`src/rtl/psu_read_ein_average_power_top_defines.svh`:
```
// Assertion helpers shared by the block's modules.
`ifndef PSU_READ_EIN_AVERAGE_POWER_TOP_DEFINES_SVH
`define PSU_READ_EIN_AVERAGE_POWER_TOP_DEFINES_SVH

// Same-cycle implication, off while reset is high.
`define PSURP_ASSERT_IMP(name, clk, rst, ante, cons, msg) \
   name: assert property (@(posedge clk) disable iff (rst) (ante) |-> (cons)) \
      else $error(msg);

// Next-cycle implication, off while reset is high.
`define PSURP_ASSERT_NXT(name, clk, rst, ante, cons, msg) \
   name: assert property (@(posedge clk) disable iff (rst) (ante) |=> (cons)) \
      else $error(msg);

`endif

```
`src/rtl/psurp_pkg.sv`:
```
`timescale 1ns / 1ps
package psurp_pkg;

   localparam int ACC_W    = 23;
   localparam int CNT_W    = 24;
   localparam int CAP_W    = 16;
   localparam int LIM_W    = 4;
   localparam int PWR_W    = 19;
   localparam int NODE_W   = 20;
   localparam int PROD_W   = CAP_W + CNT_W;
   localparam int CSR_IDX_W = 2;
   localparam int CSR_DAT_W = 16;
   localparam int PWR_MAX  = 2 ** (PWR_W - 1) - 1;

   localparam logic [CSR_IDX_W-1:0] CSR_POWER_CAP   = 2'd0;
   localparam logic [CSR_IDX_W-1:0] CSR_RETRY_LIM_A = 2'd1;
   localparam logic [CSR_IDX_W-1:0] CSR_RETRY_LIM_B = 2'd2;

   localparam logic [CAP_W-1:0] CAP_RESET   = 16'd1000;
   localparam logic [LIM_W-1:0] LIM_A_RESET = 4'd6;
   localparam logic [LIM_W-1:0] LIM_B_RESET = 4'd7;
   localparam logic [LIM_W-1:0] READS_MAX   = 4'd15;
   localparam logic [6:0]       ACC_HIGH_MASK = 7'h7f;

   typedef struct packed {
      logic capture;
      logic delta;
      logic mult;
      logic compare;
      logic div_start;
      logic load_out;
   } cmd_type;

   typedef struct packed {
      logic skip_div;
      logic div_done;
      logic out_free;
   } sts_type;

endpackage

```
`src/rtl/psu_read_ein_average_power_top.sv`:
```
// Flow: an accepted item passes the DELTA, MULT and CMP states; a failed read, bad delta
// or over cap skips the division, otherwise DIVIDE runs the bit-serial divider first.
// FINISH waits for a free output register; no new item is taken until the controller is back in IDLE.
// A finished result waits in the output register while the next item is taken.
// Reset (synchronous, active high) clears history, round read count and registers to defaults.
`timescale 1ns / 1ps
module psu_read_ein_average_power_top
   import psurp_pkg::*;
#(
   parameter int FRAC_BITS = 8
) (
   input  logic                     clock,
   input  logic                     reset,
   input  logic                     csr_we,
   input  logic [CSR_IDX_W-1:0]     csr_index,
   input  logic [CSR_DAT_W-1:0]     csr_wdata,
   input  logic                     req_valid,
   output logic                     req_ready,
   input  logic                     req_new_round,
   input  logic                     req_psu_sel,
   input  logic                     req_read_ok,
   input  logic [7:0]               req_acc_low,
   input  logic [7:0]               req_acc_high,
   input  logic [7:0]               req_rollover,
   input  logic [7:0]               req_count_low,
   input  logic [7:0]               req_count_mid,
   input  logic [7:0]               req_count_high,
   output logic                     rsp_valid,
   input  logic                     rsp_ready,
   output logic signed [PWR_W-1:0]  rsp_psu_power,
   output logic                     rsp_read_error,
   output logic                     rsp_retry,
   output logic                     rsp_round_done,
   output logic signed [NODE_W-1:0] rsp_combined_power
);

   cmd_type cmd;
   sts_type sts;

   psurp_ctrl u_ctrl (
      .clock     (clock),
      .reset     (reset),
      .req_valid (req_valid),
      .req_ready (req_ready),
      .sts       (sts),
      .cmd       (cmd)
   );

   psurp_dp #(
      .FRAC_BITS(FRAC_BITS)
   ) u_dp (
      .clock              (clock),
      .reset              (reset),
      .csr_we             (csr_we),
      .csr_index          (csr_index),
      .csr_wdata          (csr_wdata),
      .req_new_round      (req_new_round),
      .req_psu_sel        (req_psu_sel),
      .req_read_ok        (req_read_ok),
      .req_acc_low        (req_acc_low),
      .req_acc_high       (req_acc_high),
      .req_rollover       (req_rollover),
      .req_count_low      (req_count_low),
      .req_count_mid      (req_count_mid),
      .req_count_high     (req_count_high),
      .cmd                (cmd),
      .sts                (sts),
      .rsp_ready          (rsp_ready),
      .rsp_valid          (rsp_valid),
      .rsp_psu_power      (rsp_psu_power),
      .rsp_read_error     (rsp_read_error),
      .rsp_retry          (rsp_retry),
      .rsp_round_done     (rsp_round_done),
      .rsp_combined_power (rsp_combined_power)
   );

endmodule

```
`src/rtl/psurp_div.sv`:
```
`timescale 1ns / 1ps
module psurp_div
   import psurp_pkg::*;
#(
   parameter int DIVIDEND_W = 31
) (
   input  logic                  clock,
   input  logic                  reset,
   input  logic                  start,
   input  logic [DIVIDEND_W-1:0] dividend,
   input  logic [CNT_W-1:0]      divisor,
   output logic [DIVIDEND_W-1:0] quotient,
   output logic                  done
);

   localparam int SW = $clog2(DIVIDEND_W + 1);
   localparam logic [SW-1:0] STEPS = SW'(DIVIDEND_W);

   logic [DIVIDEND_W-1:0] quo_ff, quo_in;
   logic [CNT_W-1:0]      rem_ff, rem_in;
   logic [CNT_W-1:0]      dsr_ff, dsr_in;
   logic [SW-1:0]         steps_ff, steps_in;
   logic                  busy_ff, busy_in;
   logic                  done_ff, done_in;
   logic [CNT_W:0]        shifted;
   logic [CNT_W:0]        trial;

   always_comb begin
      shifted  = {rem_ff, quo_ff[DIVIDEND_W-1]};
      trial    = shifted - {1'b0, dsr_ff};
      quo_in   = quo_ff;
      rem_in   = rem_ff;
      dsr_in   = dsr_ff;
      steps_in = steps_ff;
      busy_in  = busy_ff;
      done_in  = 1'b0;
      if (start) begin
         quo_in   = dividend;
         rem_in   = '0;
         dsr_in   = divisor;
         steps_in = STEPS;
         busy_in  = 1'b1;
      end else if (busy_ff) begin
         // restoring step: keep the trial remainder when it did not go negative
         if (!trial[CNT_W]) begin
            rem_in = trial[CNT_W-1:0];
            quo_in = {quo_ff[DIVIDEND_W-2:0], 1'b1};
         end else begin
            rem_in = shifted[CNT_W-1:0];
            quo_in = {quo_ff[DIVIDEND_W-2:0], 1'b0};
         end
         steps_in = steps_ff - SW'(1);
         if (steps_ff == SW'(1)) begin
            busy_in = 1'b0;
            done_in = 1'b1;
         end
      end
   end

   always_ff @(posedge clock) begin
      quo_ff   <= quo_in;
      rem_ff   <= rem_in;
      dsr_ff   <= dsr_in;
      steps_ff <= steps_in;
      if (reset) begin
         busy_ff <= 1'b0;
         done_ff <= 1'b0;
      end else begin
         busy_ff <= busy_in;
         done_ff <= done_in;
      end
   end

   assign quotient = quo_ff;
   assign done     = done_ff;

`include "psu_read_ein_average_power_top_defines.svh"

   `PSURP_ASSERT_IMP(a_done_after_busy, clock, reset, done_ff, !busy_ff, "divider done while busy")

endmodule

```
`src/rtl/psurp_dp.sv`:
```
`timescale 1ns / 1ps
module psurp_dp
   import psurp_pkg::*;
#(
   parameter int FRAC_BITS = 8
) (
   input  logic                     clock,
   input  logic                     reset,
   input  logic                     csr_we,
   input  logic [CSR_IDX_W-1:0]     csr_index,
   input  logic [CSR_DAT_W-1:0]     csr_wdata,
   input  logic                     req_new_round,
   input  logic                     req_psu_sel,
   input  logic                     req_read_ok,
   input  logic [7:0]               req_acc_low,
   input  logic [7:0]               req_acc_high,
   input  logic [7:0]               req_rollover,
   input  logic [7:0]               req_count_low,
   input  logic [7:0]               req_count_mid,
   input  logic [7:0]               req_count_high,
   input  cmd_type                  cmd,
   output sts_type                  sts,
   input  logic                     rsp_ready,
   output logic                     rsp_valid,
   output logic signed [PWR_W-1:0]  rsp_psu_power,
   output logic                     rsp_read_error,
   output logic                     rsp_retry,
   output logic                     rsp_round_done,
   output logic signed [NODE_W-1:0] rsp_combined_power
);

   localparam int DIVW = ACC_W + FRAC_BITS;
   localparam logic [PWR_W-1:0] PWR_SENTINEL = PWR_W'(0) - (PWR_W'(1) << FRAC_BITS);

   logic [CAP_W-1:0] cap_ff;
   logic [LIM_W-1:0] lim_a_ff;
   logic [LIM_W-1:0] lim_b_ff;

   logic             sel_ff, sel_in;
   logic             ok_ff, ok_in;
   logic [ACC_W-1:0] acc_ff, acc_in;
   logic [CNT_W-1:0] cnt_ff, cnt_in;
   logic [LIM_W-1:0] reads_ff, reads_in;
   logic [ACC_W-1:0] prev_acc_ff [2];
   logic [CNT_W-1:0] prev_cnt_ff [2];
   logic [ACC_W-1:0] d1_ff, d1_in;
   logic [CNT_W-1:0] d2_ff, d2_in;
   logic             bad_ff, bad_in;
   logic [PROD_W-1:0] prod_ff, prod_in;
   logic             over_ff, over_in;
   logic             over_now;
   logic [PWR_W-1:0] held_a_ff, held_a_in;

   logic              rsp_valid_ff, rsp_valid_in;
   logic [PWR_W-1:0]  pwr_ff, pwr_in;
   logic              err_ff, err_in;
   logic              retry_ff, retry_in;
   logic              done_ff, done_in;
   logic [NODE_W-1:0] node_ff, node_in;

   logic [DIVW-1:0]   quotient;
   logic              div_done;
   logic [LIM_W-1:0]  limit;
   logic [ACC_W-1:0]  pa;
   logic [CNT_W-1:0]  pc;

   psurp_div #(
      .DIVIDEND_W(DIVW)
   ) u_div (
      .clock    (clock),
      .reset    (reset),
      .start    (cmd.div_start),
      .dividend (DIVW'(d1_ff) << FRAC_BITS),
      .divisor  (d2_ff),
      .quotient (quotient),
      .done     (div_done)
   );

   always_ff @(posedge clock) begin
      if (reset) begin
         cap_ff   <= CAP_RESET;
         lim_a_ff <= LIM_A_RESET;
         lim_b_ff <= LIM_B_RESET;
      end else if (csr_we) begin
         case (csr_index)
            CSR_POWER_CAP:   cap_ff   <= csr_wdata[CAP_W-1:0];
            CSR_RETRY_LIM_A: lim_a_ff <= csr_wdata[LIM_W-1:0];
            CSR_RETRY_LIM_B: lim_b_ff <= csr_wdata[LIM_W-1:0];
            default: ;
         endcase
      end
   end

   assign pa       = prev_acc_ff[sel_ff];
   assign pc       = prev_cnt_ff[sel_ff];
   assign over_now = PROD_W'(d1_ff) > prod_ff;
   assign limit    = sel_ff ? lim_b_ff : lim_a_ff;

   always_comb begin
      sel_in       = sel_ff;
      ok_in        = ok_ff;
      acc_in       = acc_ff;
      cnt_in       = cnt_ff;
      reads_in     = reads_ff;
      d1_in        = d1_ff;
      d2_in        = d2_ff;
      bad_in       = bad_ff;
      prod_in      = prod_ff;
      over_in      = over_ff;
      held_a_in    = held_a_ff;
      rsp_valid_in = rsp_valid_ff && !rsp_ready;
      pwr_in       = pwr_ff;
      err_in       = err_ff;
      retry_in     = retry_ff;
      done_in      = done_ff;
      node_in      = node_ff;

      if (cmd.capture) begin
         sel_in = req_psu_sel;
         ok_in  = req_read_ok;
         acc_in = {req_rollover, req_acc_high[6:0] & ACC_HIGH_MASK, req_acc_low};
         cnt_in = {req_count_high, req_count_mid, req_count_low};
         if (req_new_round) begin
            reads_in = LIM_W'(1);
         end else if (reads_ff != READS_MAX) begin
            reads_in = reads_ff + LIM_W'(1);
         end
      end

      if (cmd.delta) begin
         d1_in  = acc_ff - pa;
         d2_in  = cnt_ff - pc;
         bad_in = (acc_ff < pa) || (cnt_ff <= pc);
      end

      if (cmd.mult) begin
         prod_in = PROD_W'(cap_ff) * PROD_W'(d2_ff);
      end

      if (cmd.compare) begin
         over_in = over_now;
      end

      if (cmd.load_out) begin
         err_in = !ok_ff || bad_ff;
         if (err_in) begin
            pwr_in = '0;
         end else if (over_ff) begin
            pwr_in = PWR_SENTINEL;
         end else if (quotient > DIVW'(PWR_MAX)) begin
            pwr_in = PWR_W'(PWR_MAX);
         end else begin
            pwr_in = quotient[PWR_W-1:0];
         end
         retry_in = err_in && (reads_ff <= limit);
         done_in  = sel_ff && !retry_in;
         node_in  = done_in ? ({held_a_ff[PWR_W-1], held_a_ff} + {pwr_in[PWR_W-1], pwr_in})
                            : '0;
         if (!sel_ff) begin
            held_a_in = pwr_in;
         end
         rsp_valid_in = 1'b1;
      end
   end

   always_ff @(posedge clock) begin
      sel_ff  <= sel_in;
      ok_ff   <= ok_in;
      acc_ff  <= acc_in;
      cnt_ff  <= cnt_in;
      d1_ff   <= d1_in;
      d2_ff   <= d2_in;
      bad_ff  <= bad_in;
      prod_ff <= prod_in;
      over_ff <= over_in;
      pwr_ff   <= pwr_in;
      err_ff   <= err_in;
      retry_ff <= retry_in;
      done_ff  <= done_in;
      node_ff  <= node_in;
      if (reset) begin
         reads_ff       <= '0;
         held_a_ff      <= '0;
         prev_acc_ff[0] <= '0;
         prev_acc_ff[1] <= '0;
         prev_cnt_ff[0] <= '0;
         prev_cnt_ff[1] <= '0;
         rsp_valid_ff   <= 1'b0;
      end else begin
         reads_ff     <= reads_in;
         held_a_ff    <= held_a_in;
         rsp_valid_ff <= rsp_valid_in;
         // a failed read leaves the supply's history alone
         if (cmd.delta && ok_ff) begin
            prev_acc_ff[sel_ff] <= acc_ff;
            prev_cnt_ff[sel_ff] <= cnt_ff;
         end
      end
   end

   assign sts.skip_div = !ok_ff || bad_ff || over_now;
   assign sts.div_done = div_done;
   assign sts.out_free = !rsp_valid_ff || rsp_ready;

   assign rsp_valid          = rsp_valid_ff;
   assign rsp_psu_power      = pwr_ff;
   assign rsp_read_error     = err_ff;
   assign rsp_retry          = retry_ff;
   assign rsp_round_done     = done_ff;
   assign rsp_combined_power = node_ff;

`include "psu_read_ein_average_power_top_defines.svh"

   `PSURP_ASSERT_IMP(a_node_only_when_done, clock, reset, rsp_valid_ff && !done_ff, node_ff == '0, "combined power without round done")
   `PSURP_ASSERT_IMP(a_retry_needs_error, clock, reset, rsp_valid_ff && retry_ff, err_ff && !done_ff, "retry without error")

endmodule

```
`src/rtl/psurp_ctrl.sv`:
```
`timescale 1ns / 1ps
module psurp_ctrl
   import psurp_pkg::*;
(
   input  logic    clock,
   input  logic    reset,
   input  logic    req_valid,
   output logic    req_ready,
   input  sts_type sts,
   output cmd_type cmd
);

   typedef enum logic [2:0] {
      IDLE,
      DELTA,
      MULT,
      CMP,
      DIVIDE,
      FINISH
   } state_type;

   state_type state_ff, state_in;

   always_comb begin
      state_in = state_ff;
      cmd      = '0;
      case (state_ff)
         IDLE: begin
            cmd.capture = req_valid;
            if (req_valid) state_in = DELTA;
         end
         DELTA: begin
            cmd.delta = 1'b1;
            state_in  = MULT;
         end
         MULT: begin
            cmd.mult = 1'b1;
            state_in = CMP;
         end
         CMP: begin
            cmd.compare = 1'b1;
            if (sts.skip_div) begin
               state_in = FINISH;
            end else begin
               cmd.div_start = 1'b1;
               state_in      = DIVIDE;
            end
         end
         DIVIDE: begin
            if (sts.div_done) state_in = FINISH;
         end
         FINISH: begin
            // hold the result until the output register can take it
            if (sts.out_free) begin
               cmd.load_out = 1'b1;
               state_in     = IDLE;
            end
         end
         default: state_in = IDLE;
      endcase
   end

   always_ff @(posedge clock) begin
      if (reset) begin
         state_ff <= IDLE;
      end else begin
         state_ff <= state_in;
      end
   end

   assign req_ready = (state_ff == IDLE);

`include "psu_read_ein_average_power_top_defines.svh"

   `PSURP_ASSERT_IMP(a_div_done_in_divide, clock, reset, sts.div_done, state_ff == DIVIDE, "divider finished outside divide state")
   `PSURP_ASSERT_NXT(a_capture_blocks_next, clock, reset, cmd.capture, !req_ready && !cmd.load_out, "second transfer while busy")

endmodule

```
`config.mk`:
```
export PLATFORM = sky130hd
export DESIGN_NAME = psu_read_ein_average_power_top
export DESIGN_NICKNAME = d
export VERILOG_FILES = /design/src/rtl/psurp_pkg.sv /design/src/rtl/psu_read_ein_average_power_top.sv /design/src/rtl/psurp_div.sv /design/src/rtl/psurp_dp.sv /design/src/rtl/psurp_ctrl.sv
export VERILOG_INCLUDE_DIRS = /design/src /design/src/rtl
export SDC_FILE = /design/constraint.sdc
export NUM_CORES = 2
export LEC_CHECK = 0
export BUFFER_PORTS_ARGS = -buffer_cell sky130_fd_sc_hd__buf_2
export CORE_AREA = 3 3 288 290
export DETAILED_ROUTE_END_ITERATION = 8
export DIE_AREA = 0 0 291 293
export PLACE_DENSITY = 0.66
export SLEW_MARGIN = 20
export SYNTH_ARGS = -nofsm -noshare
export SYNTH_HDL_FRONTEND = slang
export SYNTH_SLANG_ARGS = --single-unit
```
`constraint.sdc`:
```
create_clock -name clock -period 6.44 [get_ports clock]
set_input_delay 0.644 -clock clock [delete_from_list [all_inputs] [get_ports clock]]
set_output_delay 0.644 -clock clock [all_outputs]
set_load 0.01 [all_outputs]
```
# Yosys cells after proc, flatten, opt, wreduce, memory -nomap -nowiden
# Memory sizes are Yosys's and may differ from the RTL's. A register that Yosys moved wholly into a read port is not among the register bits.
# Index checks and enable logic that the tools add are counted.
# Widths: inputs -> output; s select.
dict set report classes {
  muxes 41
  n_eq_ne 12
  n_bitwise 2
  n_reduce_logical 25
  addsub 6
  order_cmp 5
  n_mul 1
}
# cell n
set ops {}
lappend ops {{$mux 19} 4}
lappend ops {{$mux 31} 2}
lappend ops {{$mux 24} 2}
lappend ops {{$gt 23x40->1} 1}
lappend ops {{$mul 16x24->40} 1}
lappend ops {{$gt 31x18->1 const B} 1}
lappend ops {{$sub 25x24->25} 1}
lappend ops {{$le 24x24->1} 1}
lappend ops {{$mux 1} 24}
lappend ops {{$reduce_or 24->1} 1}
lappend ops {{$sub 24x24->24} 1}
lappend ops {{$lt 23x23->1} 1}
lappend ops {{$mux 23} 1}
lappend ops {{$reduce_or 23->1} 1}
lappend ops {{$sub 23x23->23} 1}
lappend ops {{$add 19x19->20} 1}
lappend ops {{$pmux 3 s6} 1}
lappend ops {{$mux 4} 3}
lappend ops {{$reduce_and 2->1} 5}
lappend ops {{$mux 3} 3}
lappend ops {{$eq 3x2->1 const B} 2}
lappend ops {{$eq 3x3->1 const B} 2}
lappend ops {{$eq 5x1->1 const B} 1}
lappend ops {{$sub 5x1->5 const B} 1}
lappend ops {{other kinds (18)} 30}
dict set report totals {
  ff_bits 317
  out_inout_bits 44
  inputBits 74
  n_memories 2
  ramBits 94
}
# name words word_bits rd rd_ports_with_merged_regs write_ports line
set mem_list {}
lappend mem_list {u_dp.prev_cnt_ff 2 24 1 1 2 psurp_dp.sv:45} ;# logic [CNT_W-1:0] prev_cnt_ff [2];
lappend mem_list {u_dp.prev_acc_ff 2 23 1 1 2 psurp_dp.sv:44} ;# logic [ACC_W-1:0] prev_acc_ff [2];

# Depth between registers and ports, before layout
dict set report logic_depth {
  depth_word 8
  depth_mapped 26
  depth_no_buf 25
}

# Modules after synthesis
# A second synthesis with hierarchy kept.
dict set report hier_totals {
  hier_cells 3131
  area_unflattened_um2 32751.4
}
# module area_per_inst_um2 instances seq_area_each_um2 cells_each
set by_module_without_submodules {}
lappend by_module_without_submodules {psurp_dp 27665.3 1 9208.8 2666}
lappend by_module_without_submodules {psurp_div 4852.2 1 2272.2 440}
lappend by_module_without_submodules {psurp_ctrl 234.0 1 60.1 25}

# Worst setup path after synthesis
# OpenSTA, ideal clock, no wires.
dict set report synth_timing {
  path_type {register -> register}
  startpoint {register u_dp.d2_ff[9]}
  endpoint {register u_dp.prod_ff[38], data pin}
  arrival_time_ns 6.109
  synth_period_minus_slack_ns 6.366
  setup_time_ns 0.258
  path_slack_ns 0.074
  stages_incl_launch_ff 25
  path_cell_list {edfxtp_1 > clkbuf_1 > nand2_1 > fa_1 > inv_1 > fa_1 > inv_1 > fa_1 > inv_1 > fa_1 > fa_1 > inv_1 > fa_1 > inv_1 > ha_1 > o21a_1 > nor2_1 > or4b_1 > o21ai_1 > a21oi_1 > a31oi_1 > nand2_1 > a31oi_1 > a21oi_1 > xnor2_1}
}
dict set report synth_between {
  elab_chain_cells 1
}
# element line
set synth_rtl {}
lappend synth_rtl {{from (decl)} psurp_dp.sv:47} ;# logic [CNT_W-1:0] d2_ff, d2_in;
lappend synth_rtl {{from (signal assigned)} psurp_dp.sv:172} ;# d2_ff <= d2_in;
lappend synth_rtl {{$mul 16x24->40} psurp_dp.sv:137} ;# prod_in = PROD_W'(cap_ff) * PROD_W'(d2_ff);
lappend synth_rtl {{to (signal assigned)} psurp_dp.sv:174} ;# prod_ff <= prod_in;
lappend synth_rtl {{to (decl)} psurp_dp.sv:49} ;# logic [PROD_W-1:0] prod_ff, prod_in;
# No other way between the ends.
# A chain may end at the register's enable or synchronous reset.

# Worst setup path in the final report
dict set report layout_timing {
  startpoint {register u_dp.d2_ff[12]}
  endpoint {register u_dp.prod_ff[35], data pin}
}
# Same word-level chain as after synthesis.

==> results.ini <==
[outcome]
status=finished, violations left
violations=setup timing

[floorplan]
core_area_um2=80500
io_pins=118
dieArea_um2=85300
start_util=0.400
chipWidth_um=291
fp.dieH_um=293
rows=104

[layout]
final_common_cell=inv_1
nFillCells=7356
fin_area_um2=37700
drive_above_1_share=0.164
final_cell_mix=inv_1, nand2_1, edfxtp_1
fin_nets=4034
area_delta_synth_final_pct=17.2

[run]
max_cap_viol_count=0

[logic_synthesis]
synth_warnings=0
synth_top_area_frac=0.300
syn-num-nets=3767
synth_edf_count=321
synth_ff_type=edfxtp_1
async_flop_share=0
ys_ff_latch=412
syn_avg_cell_area_um2=10.2
synth_cell_types=79
yosys.area.top_type=edfxtp_1
syn_inst=3151
synth_area_leaders=edfxtp_1, fa_1, ha_1, dfxtp_1, inv_1
yosysSeqAreaShare=0.356
syn_area_um2=32200

[placed_design]
placed_cell_area_um2=35200
gp_congestion=0.869
io_buffers=116
hpwl_um=56600

[cts]
cts_tree=done
cts_max_level=2
clkSinkCount=412
clk_latency_ns=0.60
cts_buffers=47
clockRootBuffer=clkbuf_16
holdBufCountCts=0
clk_path_buf_depth=3
path_clk_slew_ns=0.06

[grt]
grt_pass1_vias=23128
grt_overflow_total=0
grt_pass1_wl_um=122000
grt_start_max_net_pins=80
track_usage=0.175
antenna_found_initial=3

[detailed_routing]
routed_wl_um=74200
wl_per_cell_um=16.4
wl_met1_um=34700
dr_wl_met3_um=4140
drt.antenna.violating_nets=0
vias_per_cell=5.01
route.met2.wl_um=34100
top_layer_used=met4
first_pass_iters=5
drc=0
vias=22609
drtIter0Drc=1242

[worst_setup_path]
crit_family=adder cells
worst_ep_arrival_time_ns=6.78
r2r_slack_ns=-0.006
path_max_fanout=4
worst_setup_path_end_kind=flip-flop
slowest_delay_ns=0.55
r2r.worst_path.cells=23
crit_type=reg2reg
path_cells=buf_6, and2_1, fa_1, inv_1, fa_1, fa_1, inv_1, fa_1, fa_1, inv_1, fa_1, inv_1, ha_4, and3_4, nand3_1, a21oi_2, o21bai_2, a31oi_4, o21ai_2, and2_4, o311ai_4, a31oi_2, xnor2_1
r2r-start=u_dp.d2_ff[12]$_DFFE_PP_
crit_slowest_cell=fa_1
path_buf_inv=5
path_common_cell=fa_1
cp-start-kind=flip-flop
critPathRequiredTime_ns=6.77
r2r_end=u_dp.prod_ff[35]$_DFFE_PP_

[sta]
whs_ns=0.230
period_minus_slack_ns=6.45
setup_viol=2
clock-skew-final_ns=0.0289
setup_ws_ns=-0.00584
fin_crit_sh=1.00
worst_slew_pin_slew_ns=1.04
max_freq_mhz=155
slew_violations=0
rsz0062_at_grt=true
relSlewSlack=0.304
hold_violations=0

[hold_path]
whs_path_depth=1
min_to=u_dp.ok_ff$_DFFE_PP_
hold_path.class=in2reg
hold_path.startpoint=req_read_ok

==> per-stage QoR <==
stage	cells	TNS (ns)	util	setup WS, ns
3_5_place_dp	4388	-2.90	0.437	-0.404
6_report	4515	-0.0107	0.468	-0.00584
3_3_place_gp	4388	-2.40	0.437	-0.360
2_1_floorplan	3151	0	-	0.0739
4_1_cts	4487	0	0.461	0.000794
5_1_grt	4515	-1.02	0.468	-0.186
==> sequential cells by signal (all words and copies together) (netlist names), 5 cells and up, named ones only <==
register / cells
u_dp.acc_ff: 23
u_dp.cap_ff: 16
u_dp.cnt_ff: 24
u_dp.d1_ff: 23
u_dp.d2_ff: 24
u_dp.held_a_ff: 19
u_dp.prev_acc_ff: 46
u_dp.prev_cnt_ff: 48
u_dp.prod_ff: 40
u_dp.rsp_combined_power: 20
u_dp.rsp_psu_power: 19
u_dp.u_div.dsr_ff: 24
u_dp.u_div.quotient: 31
u_dp.u_div.rem_ff: 24
u_dp.u_div.steps_ff: 5
==> final cells by class <==
cell class                      instances  area [µm²]  area share
Antenna cell                            1        2.50   0.0000663
Clock buffer                           63        1340      0.0356
Clock inverter                         22         287     0.00760
Inverter                              451        1690      0.0449
Multi-Input combinational cell       2173       19100       0.506
Sequential cell                       412       11500       0.304
Tap cell                             1060        1330      0.0352
Timing Repair Buffer                  333        2510      0.0665
==> routing by layer <==
layer | track usage | vias up
met5 | 0 | -
met4 | 0.0407 | 0
met3 | 0.0272 | 97
met2 | 0.282 | 513
met1 | 0.251 | 11102
li1 | - | 10897
==> worst register-to-register path: cells and delay by family, from the launching register on <==
family / cells / cell delay, ns
compound gates: 6 / 1.11
flops: 1 / 0.52
buf+inv: 5 / 0.41
simple gates: 4 / 0.64
xor+xnor: 1 / 0.14
fa+ha+maj: 7 / 3.37
==> Yosys cell counts (13+ instances only) <==
cell type / instances
clkbuf_1: 104
inv_1: 450
nor2b_1: 22
nand3_1: 22
a21o_1: 51
nor3_1: 38
fa_1: 310
dfxtp_1: 91
ha_1: 232
nand2b_1: 29
and2_1: 268
nand2_1: 408
o21ai_0: 81
xnor2_1: 71
nor2_1: 150
mux2i_1: 64
a31oi_1: 13
o21a_1: 21
xor2_1: 36
a211oi_1: 33
edfxtp_1: 321
nand4_1: 13
a21oi_1: 136
==> worst max path at each step <==
stage / from / to / slack [ns] / cells past startpoint
global route: u_dp.d2_ff[12]$_DFFE_PP_ / u_dp.prod_ff[39]$_DFFE_PP_ / -0.19 / 23
global placement: u_dp.d2_ff[15]$_DFFE_PP_ / u_dp.prod_ff[38]$_DFFE_PP_ / -0.36 / 23
floorplan: u_dp.d2_ff[9]$_DFFE_PP_ / u_dp.prod_ff[38]$_DFFE_PP_ / 0.07 / 24
finish: u_dp.d2_ff[12]$_DFFE_PP_ / u_dp.prod_ff[35]$_DFFE_PP_ / -0.006 / 23
CTS: u_dp.d2_ff[14]$_DFFE_PP_ / u_dp.prod_ff[30]$_DFFE_PP_ / 0.0008 / 24
detailed placement: u_dp.d2_ff[15]$_DFFE_PP_ / u_dp.prod_ff[38]$_DFFE_PP_ / -0.40 / 23
==> repair_timing <==
item	4_1_cts	5_1_grt
gates resized for setup	48	105
buffers inserted	14	25
cloned	0	1
pin swaps	44	91
endpoints found under the setup margin	13	17
endpoints found under the hold margin	0	0
==> kinds of logic (layout without fill, tap and decap cells) <==
family	after synthesis	after routing	synth area share
flip-flops	412	412	0.356
buffers and inverters	566	869	0.0670
adder cells (fa/ha/maj)	542	542	0.283
AND/OR/NAND/NOR	1020	1020	0.155
multiplexers	67	67	0.0210
XOR/XNOR	108	108	0.0300
AO/OA/AOI/OAI	436	436	0.0879
other	0	1	0
Power is left out: the tool's default activity adds up to more than one toggle a clock period on the data nets, which glitch-free logic cannot reach.
